`src/hdl/assert_macros.svh`:
```
// assertion macros used by the top-level rtl file
`ifndef ASSERT_MACROS_SVH
`define ASSERT_MACROS_SVH
`ifndef SYNTHESIS
`define AMC_ASSERT(lbl, clk, rstn, prop, msg) \
  lbl: assert property (@(posedge clk) disable iff (!rstn) prop) else $error(msg);
`define AMC_ASSERT_NEXT(lbl, clk, rstn, pre, post, msg) \
  lbl: assert property (@(posedge clk) disable iff (!rstn) (pre) |=> (post)) else $error(msg);
`else
`define AMC_ASSERT(lbl, clk, rstn, prop, msg)
`define AMC_ASSERT_NEXT(lbl, clk, rstn, pre, post, msg)
`endif
`endif

```
`src/hdl/amc_pkg.sv`:
```
// types and constants of the accumulator machine
`default_nettype none
package amc_pkg;
  localparam int unsigned AddrW = 7;
  localparam int unsigned WordW = 32;
  localparam int unsigned OpW   = 6;

  localparam logic [OpW-1:0] OP_READ   = 6'd10;
  localparam logic [OpW-1:0] OP_WRITE  = 6'd11;
  localparam logic [OpW-1:0] OP_LOAD   = 6'd20;
  localparam logic [OpW-1:0] OP_STORE  = 6'd21;
  localparam logic [OpW-1:0] OP_ADD    = 6'd30;
  localparam logic [OpW-1:0] OP_SUB    = 6'd31;
  localparam logic [OpW-1:0] OP_DIV    = 6'd32;
  localparam logic [OpW-1:0] OP_MUL    = 6'd33;
  localparam logic [OpW-1:0] OP_BR     = 6'd40;
  localparam logic [OpW-1:0] OP_BRNEG  = 6'd41;
  localparam logic [OpW-1:0] OP_BRZERO = 6'd42;
  localparam logic [OpW-1:0] OP_HALT   = 6'd43;

  localparam logic [1:0] ST_OK   = 2'd0;
  localparam logic [1:0] ST_DIVZ = 2'd1;
  localparam logic [1:0] ST_IGN  = 2'd2;

  localparam logic KIND_LOAD = 1'b0;

  typedef struct packed {
    logic capture;
    logic load_wr;
    logic ignore;
    logic fetch;
    logic dec_op;
    logic dec_opnd;
    logic opnd_rd;
    logic exec;
    logic div_start;
    logic div_wb;
    logic out_load;
  } amc_cmd_t;

  typedef struct packed {
    logic kind;
    logic halted;
    logic is_div;
    logic div_zero;
    logic div_done;
    logic out_free;
  } amc_sts_t;
endpackage
`default_nettype wire

```
`src/hdl/amc_controller.sv`:
```
// sequencer that steps the datapath through load and execute requests
`default_nettype none
module amc_controller (
  input  wire logic              clk_i,
  input  wire logic              rst_ni,
  input  wire logic              in_valid_i,
  output logic                   in_ready_o,
  input  wire amc_pkg::amc_sts_t sts_i,
  output amc_pkg::amc_cmd_t      cmd_o
);
  typedef enum logic [3:0] {
    S_IDLE, S_DISPATCH, S_LOAD, S_FETCH, S_DEC_OP, S_DEC_OPND,
    S_OPND_RD, S_EXEC, S_DIV, S_OUT
  } state_e;

  state_e state_q, state_d;

  assign in_ready_o = state_q == S_IDLE;

  always_comb begin
    state_d = state_q;
    cmd_o   = '0;
    case (state_q)
      S_IDLE: begin
        if (in_valid_i) begin
          cmd_o.capture = 1'b1;
          state_d       = S_DISPATCH;
        end
      end
      S_DISPATCH: begin
        if (sts_i.kind == amc_pkg::KIND_LOAD) begin
          state_d = S_LOAD;
        end else if (sts_i.halted) begin
          cmd_o.ignore = 1'b1;
          state_d      = S_OUT;
        end else begin
          state_d = S_FETCH;
        end
      end
      S_LOAD: begin
        cmd_o.load_wr = 1'b1;
        state_d       = S_OUT;
      end
      S_FETCH: begin
        cmd_o.fetch = 1'b1;
        state_d     = S_DEC_OP;
      end
      S_DEC_OP: begin
        cmd_o.dec_op = 1'b1;
        state_d      = S_DEC_OPND;
      end
      S_DEC_OPND: begin
        cmd_o.dec_opnd = 1'b1;
        state_d        = S_OPND_RD;
      end
      S_OPND_RD: begin
        cmd_o.opnd_rd = 1'b1;
        state_d       = S_EXEC;
      end
      S_EXEC: begin
        if (sts_i.is_div && !sts_i.div_zero) begin
          cmd_o.div_start = 1'b1;
          state_d         = S_DIV;
        end else begin
          cmd_o.exec = 1'b1;
          state_d    = S_OUT;
        end
      end
      S_DIV: begin
        if (sts_i.div_done) begin
          cmd_o.div_wb = 1'b1;
          state_d      = S_OUT;
        end
      end
      S_OUT: begin
        if (sts_i.out_free) begin
          cmd_o.out_load = 1'b1;
          state_d        = S_IDLE;
        end
      end
      default: state_d = S_IDLE;
    endcase
  end

  always_ff @(posedge clk_i or negedge rst_ni) begin
    if (!rst_ni) begin
      state_q <= S_IDLE;
    end else begin
      state_q <= state_d;
    end
  end
endmodule
`default_nettype wire
```
`config.mk`:
```
export PLATFORM = sky130hd
export DESIGN_NAME = amc_controller
export DESIGN_NICKNAME = d
export VERILOG_FILES = /design/src/hdl/assert_macros.svh /design/src/hdl/amc_pkg.sv /design/src/hdl/amc_controller.sv
export SDC_FILE = /design/constraint.sdc
export NUM_CORES = 1
export LEC_CHECK = 0
export ABC_AREA = 1
export BUFFER_PORTS_ARGS = -buffer_cell sky130_fd_sc_hd__buf_2
export CELL_PAD_IN_SITES_DETAIL_PLACEMENT = 1
export CELL_PAD_IN_SITES_GLOBAL_PLACEMENT = 1
export CORE_MARGIN = 2
export CORE_UTILIZATION = 23
export CTS_CLUSTER_SIZE = 16
export DETAILED_ROUTE_END_ITERATION = 8
export PLACE_DENSITY = 0.72
export SLEW_MARGIN = 20
export SYNTH_ARGS = -nofsm -noshare
export SYNTH_HDL_FRONTEND = slang
export SYNTH_SLANG_ARGS = --single-unit
```
`constraint.sdc`:
```
create_clock -name clk_i -period 1.2 [get_ports clk_i]
set_clock_uncertainty 0.1 [all_clocks]
set_input_delay 0.24 -clock clk_i [delete_from_list [all_inputs] [get_ports clk_i]]
set_output_delay 0.24 -clock clk_i [all_outputs]
set_load 0.005 [all_outputs]
```
==> summary.md <==
| Metric | Value |
|---|---|
| Status | finished, violations left |
| Failing checks | setup timing |
| Max_cap viols | 0 |
| Max-slew headroom | 85.41% |
| Starting Density | 25.24% |
| Placer congestion estimate | 0.7181 |
| Peak VDD IR | 0.9853 mV |
| Worst hold-check path type | input port to async pin |
| Clock buffer depth | 2 |
| Maximum number of pins on one net before global-route repair | 6 |
| RSZ-0062 raised after global routing | yes |
| First-pass GRT wire length | 2463 µm |
| Ranking of synthesized cells by area | dfrtp_1 26%, nand2_1 19%, inv_1 15% |
| Routed Antenna Nets | 0 |
| Residual DRC | 0 |
| Die H | 45.13 µm |
| Post-Synth Simple-Gate Area | 56.91% |
| Fraction of layout cells with a size suffix above 1 | 69.23% |
| Met3 wire length | 27 µm |
| Final Hold Vio Count | 0 |
| Clk slew on worst S/H paths | 0.04 ns |
| Die width | 45.13 µm |
| P_leak | 0.5210 nW |
| Warnings from Yosys | 0 |
| Max reg flops | 4 |
| Clk_lat worst skew | 0.23 ns |
| Worst R2R Path Depth | 10 |
| Post-Synth Adder-Cell Area | 0% |
| # H-tree levels | 1 |
| Most frequent cell after synthesis | nand2_1 |
| Max Slew Vio Count | 0 |
| M1 WL | 702 µm |
| Compound-Gate Fraction of Synth Area | 0% |
| DR top layer | met4 |
| GRT Overall Usage | 17.30% |
| Proportion of synthesized area in mux cells | 0% |
| Post-Syn Area | 389.1 µm² |
| WL per Instance | 13.30 µm |
| Dominant cell type by area after synthesis | dfrtp_1 |
| Crit start category | flop |
| Max FO, Critical Path | 4 |
| Total clock sinks | 4 |
| #FFs+latches synth | 4 |
| Area delta synth->final | 113.2% |
| Fin crit period | 1.631 ns |
| # rows | 14 |
| Final HPWL DP | 1091 µm |
| Final period util | 135.9% |
| Post-synthesis cell type count | 12 |
| Number of enable flip-flop cells after synthesis | 0 |
| Largest regs | state_q (4) |
| Crit Path Class | flop to output port |
| DRT Wirelength | 1769 µm |
| Metal2 WL | 996 µm |
| Syn avg cell area | 5.639 µm² |
| Reg2reg end | state_q[3] |
| Vias per cell | 4.436 |
| DRT Pass-1 Iters | 4 |
| IO buf count | 20 |
| Synth Area in XOR/XNOR | 0% |
| R2r setup slk | -0.28 ns |
| Post-synthesis async set-or-reset flop share | 100.0% |
| Nets | 128 |
| Vias in the first global route | 624 |
| CTS tree | built |
| R2R Path Start | state_q[0] |
| Mapped Nets | 78 |
| Final Core Density | 53.81% |
| Largest family of logic cells by synthesized area | simple AND/OR/NAND/NOR gates |
| GRT overflow | 0 |
| Initial antenna violation count | 0 |
| Register area share after synthesis | 25.72% |
| Core footprint | 1541 µm² |
| Root Driver | clkbuf_4 |
| Num CTS Buffers | 3 |
| Synth top cells by count | 20 x nand2_1, 16 x inv_1, 14 x nor2_1 |
| # diodes | 0 |
| Pwr per Cell Area | 2167 nW/µm² |
| Max frequency | 0.6132 GHz |
| Gate Count Post-Synth | 69 |
| Crit. End Element | output port |
| Final setup fails | 15 |
| Setup WS post-layout | -0.4308 ns |
| Ys flop type | dfrtp_1 |
| Worst-margin pin slew | 0.2186 ns |
| Top cell type's share of synthesized area | 25.72% |
| Critical Path AT | 1.29 ns |
| WHS | 0.2558 ns |
| Initial DRC count | 3 |
| Critical path required time | 0.86 ns |
| Die Area | 2037 µm² |
| Vias | 590 |
| IO Pins | 21 |
| Top reg by flops | state_q |
-- logic make-up after synthesis --
kind of cell | Yosys count
DFF | 4
buffers and inverters | 18
and+or+nand+nor | 47
-- worst max-delay path, cell delays in order, from the launching register on --
cell	delay, ns
dfrtp_2	0.46
nor2_4	0.16
nand2_2	0.07
nor2_2	0.13
nand2_1	0.09
inv_1	0.05
buf_2	0.10
-- routing by layer --
metal  up-vias  global-route usage (%)
met2        11                   34.57
met5         -                       0
met1       276                   16.14
li1        299                       -
met3         4                  0.4000
met4         0                   12.94
-- where the power goes --
group,switching (mW),internal (mW),total (mW),leakage [nW]
combinational,0.669,0.662,1.33,0.460
clock,0.0539,0.112,0.166,0.0138
sequential,0.102,0.198,0.301,0.0471
total,0.825,0.973,1.80,0.521
-- per-stage QoR --
step | cells | power [mW] | area [µm²] | setup WS (ns) | setup TNS, ns
after global placement | 112 | 1.015 | 564.3 | -0.1955 | -1.273
after CTS | 123 | 1.452 | 698.2 | -0.3904 | -4.409
after global routing | 133 | 1.936 | 829.5 | -0.5206 | -6.323
after detailed placement | 112 | 1.041 | 564.3 | -0.1875 | -1.564
after floorplan | 69 | 0.7016 | 391.6 | -0.002430 | -0.002430
final | 133 | 1.798 | 829.5 | -0.4308 | -5.243
-- layout by cell type (no fill, tap or decap), types with 3 or more instances in the layout --
master    netlist  final
nand2_2         1      6
nor2_2          2      7
inv_1          16     13
dfrtp_2         0      3
nor2_1         14      5
buf_2           0     20
nor2_4          3      7
inv_2           2      4
buf_4           0     21
clkbuf_4        0      3
nand2_1        20     14
buf_6           0      3
-- cell type report --
cell class              count  area [µm²]
multi-input cells          47       311.5
repair buffers             45       301.5
clock buffers               3       22.52
flip-flops and latches      4       103.9
fillers                   214       711.9
well taps                  16       20.02
inverters                  18       70.07
-- worst max-delay path by stage --
stage	startpoint	endpoint	depth (start not counted)
2_1_floorplan	state_q[2]	cmd_o[8]	5
3_3_place_gp	state_q[2]	cmd_o[8]	6
3_5_place_dp	state_q[2]	cmd_o[8]	6
4_1_cts	state_q[3]	cmd_o[8]	6
5_1_grt	state_q[3]	cmd_o[8]	6
6_report	state_q[3]	cmd_o[8]	6
-- repair_timing --
action                     in CTS  in global routing
hold endpoints to repair        4                  0
pin swaps                       6                 12
gates cloned                    0                  0
setup buffers                   8                 11
setup endpoints to repair      15                 16
hold buffers                    1                  0
gates resized for setup        16                 18
No activity file was read; power rests on OpenSTA's default activity.
